$ cat src/sv/fpe_pkg.sv
// Shared types, constants and helper functions of the frustum plane extractor.
`timescale 1ns / 1ps
package fpe_pkg;

  localparam int unsigned QueueDepthDef = 2;
  localparam int unsigned NumPlanes     = 6;

  localparam logic [1:0] GroupD = 2'd3;
  localparam logic [2:0] PlaneLast = 3'd5;

  typedef logic signed [32:0] comp_t;

  typedef struct packed {
    logic [2:0] plane_idx;
    logic       incomplete;
    logic       last;
    comp_t      v_x;
    comp_t      v_y;
    comp_t      v_z;
    comp_t      v_d;
  } job_t;

  // Planes formed as w + u: left, bottom and near.
  function automatic logic plane_add(input logic [2:0] p);
    logic r;
    case (p)
      3'd0:    r = 1'b1;
      3'd3:    r = 1'b1;
      3'd5:    r = 1'b1;
      default: r = 1'b0;
    endcase
    return r;
  endfunction

  function automatic logic [32:0] comp_mag(input comp_t v);
    logic [32:0] r;
    r = v[32] ? (33'd0 - $unsigned(v)) : $unsigned(v);
    return r;
  endfunction

endpackage

$ cat src/sv/fpe_if.sv
// Valid/ready channel interfaces for matrix groups and plane results.
`timescale 1ns / 1ps
interface fpe_in_if;
  logic        valid;
  logic        ready;
  logic [1:0]  group;
  logic [31:0] elem0;
  logic [31:0] elem1;
  logic [31:0] elem2;
  logic [31:0] elem3;
  modport source (output valid, group, elem0, elem1, elem2, elem3, input ready);
  modport sink (input valid, group, elem0, elem1, elem2, elem3, output ready);
endinterface

interface fpe_out_if;
  logic        valid;
  logic        ready;
  logic [2:0]  plane_index;
  logic [31:0] normal_x;
  logic [31:0] normal_y;
  logic [31:0] normal_z;
  logic [31:0] plane_dist;
  logic        degenerate;
  logic        incomplete;
  logic        last;
  modport source (output valid, plane_index, normal_x, normal_y, normal_z, plane_dist,
                  degenerate, incomplete, last, input ready);
  modport sink (input valid, plane_index, normal_x, normal_y, normal_z, plane_dist,
                degenerate, incomplete, last, output ready);
endinterface

$ cat src/sv/frustum_plane_extract_core.sv
// Top level of the frustum clip-plane extractor.
`timescale 1ns / 1ps
// Send the view-projection matrix as groups 0, 1 and 2 (one cycle each) and then
// group 3; group 3 releases six planes, left, right, top, bottom, far, near, with
// last set on the near plane. The front end takes groups while it is loading and, on
// group 3, hands the six plane jobs to a short queue, one per cycle while the queue
// has room, and takes no group until the last job is queued; the back end works
// through each plane with a one-bit-per-cycle multiplier, a one-bit-per-cycle
// square root and four one-bit-per-cycle rounding divisions. An incomplete run
// passes each plane without the arithmetic, and a degenerate plane skips the
// square root and the divisions. The next matrix's first groups are taken while
// the back end is still busy.
module frustum_plane_extract_core #(
  parameter int unsigned QueueDepth = fpe_pkg::QueueDepthDef
) (
  input  logic     clk_i,
  input  logic     rst_ni,
  fpe_in_if.sink   in_i,
  fpe_out_if.source out_o
);
  import fpe_pkg::*;

  localparam int unsigned JobW = $bits(job_t);

  job_t            front_job, back_job;
  logic            front_valid, front_ready;
  logic            back_valid, back_ready;
  logic [JobW-1:0] back_bits;

  fpe_front u_front (
    .clk_i       (clk_i),
    .rst_ni      (rst_ni),
    .in_i        (in_i),
    .job_o       (front_job),
    .job_valid_o (front_valid),
    .job_ready_i (front_ready)
  );

  fpe_fifo #(
    .Width (JobW),
    .Depth (QueueDepth)
  ) u_fifo (
    .clk_i    (clk_i),
    .rst_ni   (rst_ni),
    .wdata_i  (front_job),
    .wvalid_i (front_valid),
    .wready_o (front_ready),
    .rdata_o  (back_bits),
    .rvalid_o (back_valid),
    .rready_i (back_ready)
  );

  assign back_job = job_t'(back_bits);

  fpe_back u_back (
    .clk_i       (clk_i),
    .rst_ni      (rst_ni),
    .job_i       (back_job),
    .job_valid_i (back_valid),
    .job_ready_o (back_ready),
    .out_o       (out_o)
  );

endmodule

$ cat src/sv/fpe_front.sv
// Front end: stores matrix groups and issues one plane job per plane on group 3.
`timescale 1ns / 1ps
module fpe_front (
  input  logic               clk_i,
  input  logic               rst_ni,
  fpe_in_if.sink             in_i,
  output fpe_pkg::job_t      job_o,
  output logic               job_valid_o,
  input  logic               job_ready_i
);
  import fpe_pkg::*;

  typedef enum logic [1:0] {
    F_LOAD = 2'b01,
    F_EMIT = 2'b10
  } front_state_e;

  front_state_e state_q, state_d;
  logic [2:0]  loaded_q, loaded_d;
  logic        inc_q, inc_d;
  logic [2:0]  pidx_q, pidx_d;
  logic [31:0] store_q [3][4];
  logic [31:0] e3_q [4];
  logic        acc_in;

  assign in_i.ready = (state_q == F_LOAD);
  assign acc_in     = in_i.valid && in_i.ready;

  always_ff @(posedge clk_i) begin
    if (acc_in && in_i.group != GroupD) begin
      store_q[in_i.group][0] <= in_i.elem0;
      store_q[in_i.group][1] <= in_i.elem1;
      store_q[in_i.group][2] <= in_i.elem2;
      store_q[in_i.group][3] <= in_i.elem3;
    end
    if (acc_in && in_i.group == GroupD) begin
      e3_q[0] <= in_i.elem0;
      e3_q[1] <= in_i.elem1;
      e3_q[2] <= in_i.elem2;
      e3_q[3] <= in_i.elem3;
    end
  end

  always_comb begin
    state_d  = state_q;
    loaded_d = loaded_q;
    inc_d    = inc_q;
    pidx_d   = pidx_q;
    case (state_q)
      F_LOAD: begin
        if (acc_in) begin
          if (in_i.group == GroupD) begin
            inc_d    = (loaded_q != 3'b111);
            loaded_d = 3'b000;
            pidx_d   = 3'd0;
            state_d  = F_EMIT;
          end else begin
            loaded_d = loaded_q | (3'b001 << in_i.group);
          end
        end
      end
      F_EMIT: begin
        if (job_ready_i) begin
          pidx_d = pidx_q + 3'd1;
          if (pidx_q == PlaneLast) begin
            state_d = F_LOAD;
          end
        end
      end
      default: state_d = F_LOAD;
    endcase
  end

  always_ff @(posedge clk_i or negedge rst_ni) begin
    if (!rst_ni) begin
      state_q  <= F_LOAD;
      loaded_q <= 3'b000;
      inc_q    <= 1'b0;
      pidx_q   <= 3'd0;
    end else begin
      state_q  <= state_d;
      loaded_q <= loaded_d;
      inc_q    <= inc_d;
      pidx_q   <= pidx_d;
    end
  end

  // Column of the plane: x for left/right, y for top/bottom, z for far/near.
  logic [1:0] col;
  logic       add;
  comp_t      v [4];

  assign col = pidx_q[2:1];
  assign add = plane_add(pidx_q);

  always_comb begin
    for (int a = 0; a < 4; a++) begin
      logic [31:0] w;
      logic [31:0] u;
      w = (a < 3) ? store_q[a[1:0]][3] : e3_q[3];
      u = (a < 3) ? store_q[a[1:0]][col] : e3_q[col];
      v[a] = add ? ($signed({w[31], w}) + $signed({u[31], u}))
                 : ($signed({w[31], w}) - $signed({u[31], u}));
    end
  end

  assign job_valid_o        = (state_q == F_EMIT);
  assign job_o.plane_idx    = pidx_q;
  assign job_o.incomplete   = inc_q;
  assign job_o.last         = (pidx_q == PlaneLast);
  assign job_o.v_x          = v[0];
  assign job_o.v_y          = v[1];
  assign job_o.v_z          = v[2];
  assign job_o.v_d          = v[3];

endmodule

$ cat src/sv/fpe_fifo.sv
// Small register queue between the front end and the arithmetic back end.
`timescale 1ns / 1ps
module fpe_fifo #(
  parameter int unsigned Width = 1,
  parameter int unsigned Depth = 2
) (
  input  logic             clk_i,
  input  logic             rst_ni,
  input  logic [Width-1:0] wdata_i,
  input  logic             wvalid_i,
  output logic             wready_o,
  output logic [Width-1:0] rdata_o,
  output logic             rvalid_o,
  input  logic             rready_i
);
  localparam int unsigned PtrW = (Depth > 1) ? $clog2(Depth) : 1;
  localparam int unsigned CntW = $clog2(Depth + 1);

  logic [Width-1:0] mem_q [Depth];
  logic [PtrW-1:0]  wptr_q, rptr_q;
  logic [CntW-1:0]  cnt_q;
  logic             push, pop;

  assign wready_o = (cnt_q != CntW'(Depth));
  assign rvalid_o = (cnt_q != '0);
  assign push     = wvalid_i && wready_o;
  assign pop      = rvalid_o && rready_i;
  assign rdata_o  = mem_q[rptr_q];

  always_ff @(posedge clk_i) begin
    if (push) begin
      mem_q[wptr_q] <= wdata_i;
    end
  end

  always_ff @(posedge clk_i or negedge rst_ni) begin
    if (!rst_ni) begin
      wptr_q <= '0;
      rptr_q <= '0;
      cnt_q  <= '0;
    end else begin
      if (push) begin
        wptr_q <= (wptr_q == PtrW'(Depth - 1)) ? '0 : wptr_q + 1'b1;
      end
      if (pop) begin
        rptr_q <= (rptr_q == PtrW'(Depth - 1)) ? '0 : rptr_q + 1'b1;
      end
      cnt_q <= cnt_q + CntW'(push) - CntW'(pop);
    end
  end

endmodule

$ cat src/sv/fpe_back.sv
// Back end: serial squares, square root and rounding divisions for one plane.
`timescale 1ns / 1ps
module fpe_back (
  input  logic           clk_i,
  input  logic           rst_ni,
  input  fpe_pkg::job_t  job_i,
  input  logic           job_valid_i,
  output logic           job_ready_o,
  fpe_out_if.source      out_o
);
  import fpe_pkg::*;

  typedef enum logic [5:0] {
    B_IDLE = 6'b000001,
    B_MUL  = 6'b000010,
    B_SQRT = 6'b000100,
    B_DIV  = 6'b001000,
    B_FIN  = 6'b010000,
    B_OUT  = 6'b100000
  } back_state_e;

  localparam logic [6:0] MulLast  = 7'd32;
  localparam logic [6:0] SqrtLast = 7'd48;
  localparam logic [6:0] DivLast  = 7'd80;
  localparam logic [1:0] CompD    = 2'd3;
  localparam logic [1:0] CompZ    = 2'd2;

  back_state_e state_q;
  job_t        job_q;
  logic [1:0]  comp_q;
  logic [6:0]  cnt_q;
  logic [65:0] mcand_q, acc_q;
  logic [32:0] mplier_q;
  logic [97:0] rad_q;
  logic [50:0] rem_q;
  logic [48:0] root_q;
  logic [80:0] num_q;
  logic [50:0] drem_q;
  logic [32:0] quot_q;
  logic        ovf_q;
  logic [31:0] res_q [4];
  logic        deg_q;

  comp_t       cur_v;
  logic [32:0] cur_m;

  always_comb begin
    case (comp_q)
      2'd0:    cur_v = job_q.v_x;
      2'd1:    cur_v = job_q.v_y;
      2'd2:    cur_v = job_q.v_z;
      default: cur_v = job_q.v_d;
    endcase
  end
  assign cur_m = comp_mag(cur_v);

  // Square root step: one root bit per cycle.
  logic [52:0] sq_rem, sq_trial;
  logic        sq_ge;
  assign sq_rem   = {rem_q, rad_q[97:96]};
  assign sq_trial = {2'b00, root_q, 2'b01};
  assign sq_ge    = (sq_rem >= sq_trial);

  // Division step: one quotient bit per cycle against twice the root.
  logic [51:0] dv_rem, dv_den;
  logic        dv_ge;
  assign dv_rem = {drem_q, num_q[80]};
  assign dv_den = {1'b0, root_q, 2'b00} >> 1;
  assign dv_ge  = (dv_rem >= dv_den);

  // Rounded numerator: magnitude shifted by k + 1, plus the root.
  logic [80:0] num_init;
  assign num_init = ((comp_q == CompD) ? ({48'd0, cur_m} << 33) : ({48'd0, cur_m} << 47))
                    + {32'd0, root_q};

  logic        fin_neg;
  logic [32:0] fin_cap, fin_q;
  logic [31:0] fin_val;
  assign fin_neg = !cur_v[32] && (cur_v != '0);
  assign fin_cap = (comp_q != CompD) ? 33'h040000000 :
                   (fin_neg ? 33'h080000000 : 33'h07FFFFFFF);
  assign fin_q   = (ovf_q || quot_q > fin_cap) ? fin_cap : quot_q;
  assign fin_val = fin_neg ? 32'(33'd0 - fin_q) : fin_q[31:0];

  assign job_ready_o = (state_q == B_IDLE);

  always_ff @(posedge clk_i) begin
    case (state_q)
      B_IDLE: begin
        if (job_valid_i) begin
          job_q  <= job_i;
          deg_q  <= 1'b0;
          acc_q  <= '0;
          for (int a = 0; a < 4; a++) res_q[a] <= '0;
          mcand_q  <= {33'd0, comp_mag(job_i.v_x)};
          mplier_q <= comp_mag(job_i.v_x);
        end
      end
      B_MUL: begin
        if (mplier_q[0]) begin
          acc_q <= acc_q + mcand_q;
        end
        if (cnt_q == MulLast) begin
          mcand_q  <= {33'd0, comp_mag((comp_q == 2'd0) ? job_q.v_y : job_q.v_z)};
          mplier_q <= comp_mag((comp_q == 2'd0) ? job_q.v_y : job_q.v_z);
          if (comp_q == CompZ) begin
            rad_q  <= {(mplier_q[0] ? acc_q + mcand_q : acc_q), 32'd0};
            rem_q  <= '0;
            root_q <= '0;
            deg_q  <= ((mplier_q[0] ? acc_q + mcand_q : acc_q) == '0);
          end
        end else begin
          mcand_q  <= mcand_q << 1;
          mplier_q <= mplier_q >> 1;
        end
      end
      B_SQRT: begin
        rad_q <= rad_q << 2;
        if (sq_ge) begin
          rem_q  <= 51'(sq_rem - sq_trial);
          root_q <= {root_q[47:0], 1'b1};
        end else begin
          rem_q  <= sq_rem[50:0];
          root_q <= {root_q[47:0], 1'b0};
        end
      end
      B_DIV: begin
        if (cnt_q == '0) begin
          num_q  <= num_init << 1;
          drem_q <= {50'd0, num_init[80]} >= {1'b0, root_q, 1'b0} ?
                    51'({51'd0, num_init[80]} - {2'b0, root_q, 1'b0}) : {50'd0, num_init[80]};
          quot_q <= {32'd0, ({50'd0, num_init[80]} >= {1'b0, root_q, 1'b0})};
          ovf_q  <= 1'b0;
        end else begin
          num_q  <= num_q << 1;
          drem_q <= dv_ge ? 51'(dv_rem - dv_den) : dv_rem[50:0];
          quot_q <= {quot_q[31:0], dv_ge};
          ovf_q  <= ovf_q | quot_q[32];
        end
      end
      B_FIN: begin
        res_q[comp_q] <= fin_val;
      end
      default: ;
    endcase
    // Clear the divider state for the next component.
    if ((state_q == B_SQRT && cnt_q == SqrtLast) || (state_q == B_FIN && comp_q != CompD)) begin
      drem_q <= '0;
      quot_q <= '0;
      ovf_q  <= 1'b0;
    end
  end

  always_ff @(posedge clk_i or negedge rst_ni) begin
    if (!rst_ni) begin
      state_q <= B_IDLE;
      comp_q  <= '0;
      cnt_q   <= '0;
    end else begin
      case (state_q)
        B_IDLE: begin
          if (job_valid_i) begin
            comp_q  <= '0;
            cnt_q   <= '0;
            state_q <= job_i.incomplete ? B_OUT : B_MUL;
          end
        end
        B_MUL: begin
          if (cnt_q == MulLast) begin
            cnt_q <= '0;
            if (comp_q == CompZ) begin
              comp_q  <= '0;
              state_q <= ((mplier_q[0] ? acc_q + mcand_q : acc_q) == '0) ? B_OUT : B_SQRT;
            end else begin
              comp_q <= comp_q + 2'd1;
            end
          end else begin
            cnt_q <= cnt_q + 7'd1;
          end
        end
        B_SQRT: begin
          if (cnt_q == SqrtLast) begin
            cnt_q   <= '0;
            state_q <= B_DIV;
          end else begin
            cnt_q <= cnt_q + 7'd1;
          end
        end
        B_DIV: begin
          if (cnt_q == DivLast) begin
            cnt_q   <= '0;
            state_q <= B_FIN;
          end else begin
            cnt_q <= cnt_q + 7'd1;
          end
        end
        B_FIN: begin
          if (comp_q == CompD) begin
            state_q <= B_OUT;
          end else begin
            comp_q  <= comp_q + 2'd1;
            state_q <= B_DIV;
          end
        end
        B_OUT: begin
          if (out_o.ready) begin
            state_q <= B_IDLE;
          end
        end
        default: state_q <= B_IDLE;
      endcase
    end
  end

  assign out_o.valid       = (state_q == B_OUT);
  assign out_o.plane_index = job_q.plane_idx;
  assign out_o.normal_x    = res_q[0];
  assign out_o.normal_y    = res_q[1];
  assign out_o.normal_z    = res_q[2];
  assign out_o.plane_dist  = res_q[3];
  assign out_o.degenerate  = deg_q && !job_q.incomplete;
  assign out_o.incomplete  = job_q.incomplete;
  assign out_o.last        = job_q.last;

endmodule

$ cat src/flat_wrapper.sv
// flat-port wrapper written by rule: the top's interface ports become plain ports
module frustum_plane_extract_core_flat import fpe_pkg::*;
#(
  parameter int unsigned QueueDepth = fpe_pkg::QueueDepthDef
)
  (clk_i, rst_ni, in_i_valid, in_i_group, in_i_elem0, in_i_elem1, in_i_elem2, in_i_elem3, in_i_ready, out_o_valid, out_o_plane_index, out_o_normal_x, out_o_normal_y, out_o_normal_z, out_o_plane_dist, out_o_degenerate, out_o_incomplete, out_o_last, out_o_ready);
  fpe_in_if in_i_i ();
  fpe_out_if out_o_i ();
  input  logic clk_i;
  input  logic rst_ni;
  input wire logic [$bits(in_i_i.valid)-1:0] in_i_valid;
  input wire logic [$bits(in_i_i.group)-1:0] in_i_group;
  input wire logic [$bits(in_i_i.elem0)-1:0] in_i_elem0;
  input wire logic [$bits(in_i_i.elem1)-1:0] in_i_elem1;
  input wire logic [$bits(in_i_i.elem2)-1:0] in_i_elem2;
  input wire logic [$bits(in_i_i.elem3)-1:0] in_i_elem3;
  output wire logic [$bits(in_i_i.ready)-1:0] in_i_ready;
  output wire logic [$bits(out_o_i.valid)-1:0] out_o_valid;
  output wire logic [$bits(out_o_i.plane_index)-1:0] out_o_plane_index;
  output wire logic [$bits(out_o_i.normal_x)-1:0] out_o_normal_x;
  output wire logic [$bits(out_o_i.normal_y)-1:0] out_o_normal_y;
  output wire logic [$bits(out_o_i.normal_z)-1:0] out_o_normal_z;
  output wire logic [$bits(out_o_i.plane_dist)-1:0] out_o_plane_dist;
  output wire logic [$bits(out_o_i.degenerate)-1:0] out_o_degenerate;
  output wire logic [$bits(out_o_i.incomplete)-1:0] out_o_incomplete;
  output wire logic [$bits(out_o_i.last)-1:0] out_o_last;
  input wire logic [$bits(out_o_i.ready)-1:0] out_o_ready;
  assign in_i_i.valid = in_i_valid;
  assign in_i_i.group = in_i_group;
  assign in_i_i.elem0 = in_i_elem0;
  assign in_i_i.elem1 = in_i_elem1;
  assign in_i_i.elem2 = in_i_elem2;
  assign in_i_i.elem3 = in_i_elem3;
  assign in_i_ready = in_i_i.ready;
  assign out_o_valid = out_o_i.valid;
  assign out_o_plane_index = out_o_i.plane_index;
  assign out_o_normal_x = out_o_i.normal_x;
  assign out_o_normal_y = out_o_i.normal_y;
  assign out_o_normal_z = out_o_i.normal_z;
  assign out_o_plane_dist = out_o_i.plane_dist;
  assign out_o_degenerate = out_o_i.degenerate;
  assign out_o_incomplete = out_o_i.incomplete;
  assign out_o_last = out_o_i.last;
  assign out_o_i.ready = out_o_ready;
  frustum_plane_extract_core #(.QueueDepth(QueueDepth)) u_core (.clk_i(clk_i), .rst_ni(rst_ni), .in_i(in_i_i), .out_o(out_o_i));
endmodule
$ cat config.mk
export PLATFORM = sky130hd
export DESIGN_NAME = frustum_plane_extract_core_flat
export DESIGN_NICKNAME = d
export VERILOG_FILES = /design/src/sv/fpe_pkg.sv /design/src/sv/fpe_if.sv /design/src/sv/frustum_plane_extract_core.sv /design/src/sv/fpe_front.sv /design/src/sv/fpe_fifo.sv /design/src/sv/fpe_back.sv /design/src/flat_wrapper.sv
export SDC_FILE = /design/constraint.sdc
export NUM_CORES = 2
export LEC_CHECK = 0
export BUFFER_PORTS_ARGS = -buffer_cell sky130_fd_sc_hd__buf_2
export CAP_MARGIN = 20
export CORE_ASPECT_RATIO = 0.75
export CORE_MARGIN = 2
export CORE_UTILIZATION = 50
export DETAILED_ROUTE_END_ITERATION = 8
export GPL_TIMING_DRIVEN = 0
export PLACE_DENSITY_LB_ADDON = 0.1
export SLEW_MARGIN = 10
export SYNTH_ARGS = -nofsm -noshare
export SYNTH_HDL_FRONTEND = slang
export SYNTH_SLANG_ARGS = --single-unit
$ cat constraint.sdc
create_clock -name clk_i -period 28.4 [get_ports clk_i]
set_input_delay 5.68 -clock clk_i [delete_from_list [all_inputs] [get_ports clk_i]]
set_output_delay 5.68 -clock clk_i [all_outputs]
set_load 0.01 [all_outputs]
After elaboration in Yosys (flattened, before gate mapping). Memory sizes are Yosys's and may differ from the RTL's. Index checks and enable logic that the tools add are counted.

Add/subtract/negate cells: 24. Magnitude comparators: 5. Equal/unequal tests: 32. Shift operators: 1. Muxes and demuxes: 100. Bitwise gates (word level): 3. Reduce and logical (&&, ||, !) cells: 37.

Operators with widths (count): $mux 33 (11); $mux 32 (11); $mux 51 (6); $mux 66 (4); $pmux 66 s2 (2); $mux 98 (2); $pmux 98 s2 (1); $bmux 32 s2 (3); $add 32x32->33 (4); $sub 32x32->33 (4); $pmux 51 s2 (1); $pmux 33 s3 (1); $sub 1x33->33 const A (3); $mux 49 (2); $pmux 49 s2 (1); $add 80x49->81 (1); $mux 81 (1); $mux 80 (1); $add 66x66->66 (1); $logic_not 66->1 (1); $pmux 33 s2 (1); $mux 6 (9); $ge 53x51->1 (1); $ge 52x50->1 (1); other kinds (58) (129).

Bits in registers: 695. Memory bits (writable): 914. Logic and storage cells: 234. Memories kept: 4.

Memory list: u_core.u_front.store_q (depth 3, bits a word 128, read ports 3, clocked after memory_dff 0, wr ports 1, line fpe_front.sv:22) `logic [31:0] store_q [3][4];`; u_core.u_fifo.mem_q (depth 2, bits a word 137, read ports 1, clocked after memory_dff 0, wr ports 1, line fpe_fifo.sv:19) `logic [Width-1:0] mem_q [Depth];`; u_core.u_back.res_q (depth 4, bits a word 32, read ports 4, clocked after memory_dff 0, wr ports 4, line fpe_back.sv:41) `logic [31:0] res_q [4];`; u_core.u_front.e3_q (depth 4, bits a word 32, read ports 2, clocked after memory_dff 0, wr ports 4, line fpe_front.sv:23) `logic [31:0] e3_q [4];`.

Depth between registers and ports, before layout.
Depth in word-level cells: 12. Mapped depth: 31. Mapped depth without buffers: 28.

Modules after synthesis. Synthesis repeated with hierarchy kept, for this count alone.

Cells, all modules: 7488. Area total of the unflattened synthesis: 85804.8 sq um.

By module, submodules not included: fpe_back (instances 1, cells an instance 4979, area each 47524.3 sq um, sequential area each 22407.7 sq um); fpe_front (instances 1, cells an instance 2061, area each 28128.2 sq um, sequential area each 15601.2 sq um); fpe_fifo (instances 1, cells an instance 448, area each 10152.2 sq um, sequential area each 8328.0 sq um).

Least setup slack after synthesis. Ideal clock, no wire load.

Kind: input to register. Start point: input in_i_valid. End point: memory u_core.u_front.store_q[0][0] (netlist name) (enable). Data arrival time: 15160 ps. Path slack: 12437 ps. Stages: 2. Path buffers: 0. Cells stage by stage: and2_1 > nor3b_1.

Word-level cells in the longest chain between the ends: 4.

RTL lines: start, declared (line flat_wrapper.sv:11) `input wire logic [$bits(in_i_i.valid)-1:0] in_i_valid;`; $logic_and 1x1->1 (line fpe_front.sv:27) `assign acc_in = in_i.valid && in_i.ready;`; $logic_and 1x1->1 (line fpe_front.sv:30) `if (acc_in && in_i.group != GroupD) begin`; $mux 1 (line fpe_front.sv:30); $mux 1 (implied by the code) (line fpe_front.sv:34) `store_q[in_i.group][3] <= in_i.elem3;`; end, declared (line fpe_front.sv:22).

Every way passes these cells.

==> results.cfg <==
[drt]
via_per_inst = 6.19
drt-pass1-iter-count = 7
wirelength_mm = 260
drt-met1-wl_mm = 116
wl_met3_mm = 21.2
vias = 62200
drtIter0Drc = 7197
highest_layer = met5
drcViolationCount = 0
ant_nets = 0
wl_met2_mm = 115
wl_per_cell_um = 25.9

[placed_design]
place_ws_ps = 15210
placed_cell_area_mm2 = 0.0895
dp_cells = 9754
hpwl_mm = 198
gp_congestion = 0.945
port_buffers = 269

[logic_synthesis]
synth-seq-cells = 1576
ys.flop_type = edfxtp_1
synth_nets = 7686
syn-instance-count = 7183
async_flop_share_pct = 1.78
synth-edff-count = 1463
synth_cell_types = 97
synth.avg_cell_area_um2 = 11.7
yosysSeqAreaShare_pct = 55.0
ys_warn_count = 0
synth_area_mm2 = 0.0842

[sta]
tightest_slew_ps = 1210
max_freq_mhz = 74.4
fin_crit_sh_pct = 47.3
setup_tns_ps = 0
post-route-min-period_ps = 13440
relSlewSlack_pct = 19.0
whs_ps = 483
rsz0062_at_grt = false
timing.final.ws_setup_ps = 14960
hold_violations = 0
setup_viol = 0
skew_ps = 31.6
finalMaxSlewViolations = 0

[worst_setup_path]
worstSetupPathType = reg2reg
cp_slowest_cell = buf_1
start_kind = register
rr_startpoint = u_core.u_front.pidx_q[2]
cp_slowest_stage_delay_ps = 920
required_ps = 29000
crit_fanout = 10
cp-end-kind = register
crit_start = u_core.u_front.pidx_q[2]
crit_arrival_ps = 14030

[finish]
drive_gt1_share_pct = 12.3
final_common_cell = edfxtp_1
nets = 8178
area_growth_pct = 12.5
final_area_mm2 = 0.0948
final_cell_mix = edfxtp_1 (1463), nor2_1 (657), nand2_1 (565)
fillers = 13900
instances_no_fill = 10100
fin_util_pct = 56.6

[clock_network]
clock_latency_ps = 820
cts_buffer_depth = 3
htree_levels = 4
cts_sinks = 1576
clk_pin_slew_ps = 60
root_buffer = clkbuf_16
cts_setup_buffers = 0
cts_tree = done
postCtsHoldBufs = 0
cts-buffers-inserted = 160
cts_resized = 0

[die]
rows = 130
coreArea_mm2 = 0.167
die_h_um = 359
fp.dieW_um = 478
fp.dieArea_mm2 = 0.172
ios = 270
initial_utilization_pct = 50.3

[worst_hold_path]
hold_path.class = reg2reg

[global_route]
grt_pass1_wl_mm = 384
grt_usage_pct = 29.7
grt_max_degree = 97
antenna_found_initial = 9
grt_pass1_vias = 58500
overflow = 0

[power_and_ir_drop]
power_density_mw_per_mm2 = 49.3
peakVddDrop_mv = 0.0533
power.total_mw = 4.67
p_leak_nw = 35.2

[job]
drv_cap = 0

[status]
status = completed
## metal layers
| layer | up-vias | global-route usage [%] |
|---|---|---|
| li1 | 28200 | - |
| met1 | 30800 | 44.0 |
| met2 | 2752 | 45.2 |
| met3 | 409 | 4.54 |
| met4 | 2 | 8.47 |
| met5 | - | 0 |
## final cells by class
class | instances | area, um^2 | share of cell area [%]
clock buffers | 205 | 4350 | 4.59
flip-flops and latches | 1576 | 46300 | 48.9
repair buffers | 330 | 2370 | 2.50
diodes | 3 | 7.51 | 0.00792
clock inverters | 88 | 881 | 0.930
well taps | 2244 | 2810 | 2.96
plain buffers | 294 | 1170 | 1.23
inverters | 207 | 790 | 0.833
multi-input cells | 5106 | 36100 | 38.0
## report_power, final
part,leakage [nW],total [mW],internal (mW),switching (mW)
Combinational,18.7,0.0205,0.00669,0.0137
Sequential,14.0,2.51,2.51,0
Clock,2.56,2.14,1.20,0.938
Total,35.2,4.67,3.72,0.952
## final timing paths
check                                             endpoint  depth (start not counted)  slack, ps
worst min-delay path                              register                          1        480
max in group asynchronous           u_core.u_back.cnt_q[6]                          1      22740
worst max-delay path            u_core.u_fifo.mem_q[0][65]                         29      14960
worst max register to register  u_core.u_fifo.mem_q[0][65]                         29      14960
min in group asynchronous           u_core.u_fifo.cnt_q[1]                          1       5050
worst min register to register                    register                          1        480
## worst max-delay path, delay by kind of cell (launching register included)
kind                     cells  cell delay (ps)
buffers and inverters       12             6990
AND/OR/NAND/NOR              4             1030
XOR/XNOR                     1              210
flip-flops                   1              600
AO/OA/AOI/OAI               10             3550
adder cells (fa/ha/maj)      2              740
## cell families (layout without fill, tap and decap cells)
logic type | count (synthesis) | after routing | share of synthesized area, %
buf+inv | 501 | 1124 | 2.30
compound gates | 1735 | 1735 | 13.1
fa+ha+maj | 369 | 369 | 5.54
simple gates | 2085 | 2085 | 11.8
flops | 1576 | 1576 | 55.0
other cells | 0 | 3 | 0
mux | 386 | 386 | 6.70
xor+xnor | 531 | 531 | 5.52
## synthesized netlist by cell type, types with 57 or more instances
library cell,instances,area share (%)
nand2_1,569,2.5
a31oi_1,97,0.72
nand4_1,64,0.48
nand3_1,142,0.84
xor2_1,178,1.9
a21o_1,188,1.7
mux2i_1,120,1.4
o31ai_1,66,0.59
nor2_1,660,2.9
o21ai_0,391,2.3
dfxtp_1,85,2.0
and3_1,77,0.57
nand2b_1,74,0.55
a21oi_1,488,2.9
inv_1,207,0.92
mux4_2,128,3.4
o21bai_1,57,0.51
edfxtp_1,1463,52
ha_1,362,5.4
nor2b_1,65,0.48
a211oi_1,76,0.68
xnor2_1,353,3.7
nor3_1,134,0.80
clkbuf_1,229,1.0
mux2_2,137,1.8
## state kept, by name, summed over array words and instances, names as in the netlist, 33 cells and up, named ones only
register / count
u_core.u_back.root_q: 49
u_core.u_back.num_q: 80
u_core.u_front.e3_q: 128
u_core.u_back.quot_q: 33
u_core.u_fifo.mem_q: 274
u_core.u_back.mplier_q: 33
u_core.u_back.rad_q: 66
u_core.u_back.rem_q: 51
u_core.u_back.mcand_q: 66
u_core.u_back.drem_q: 51
u_core.u_back.job_q: 132
u_core.u_back.acc_q: 66
u_core.u_back.res_q: 128
u_core.u_front.store_q: 384
Power figures use the tool's default switching activity.
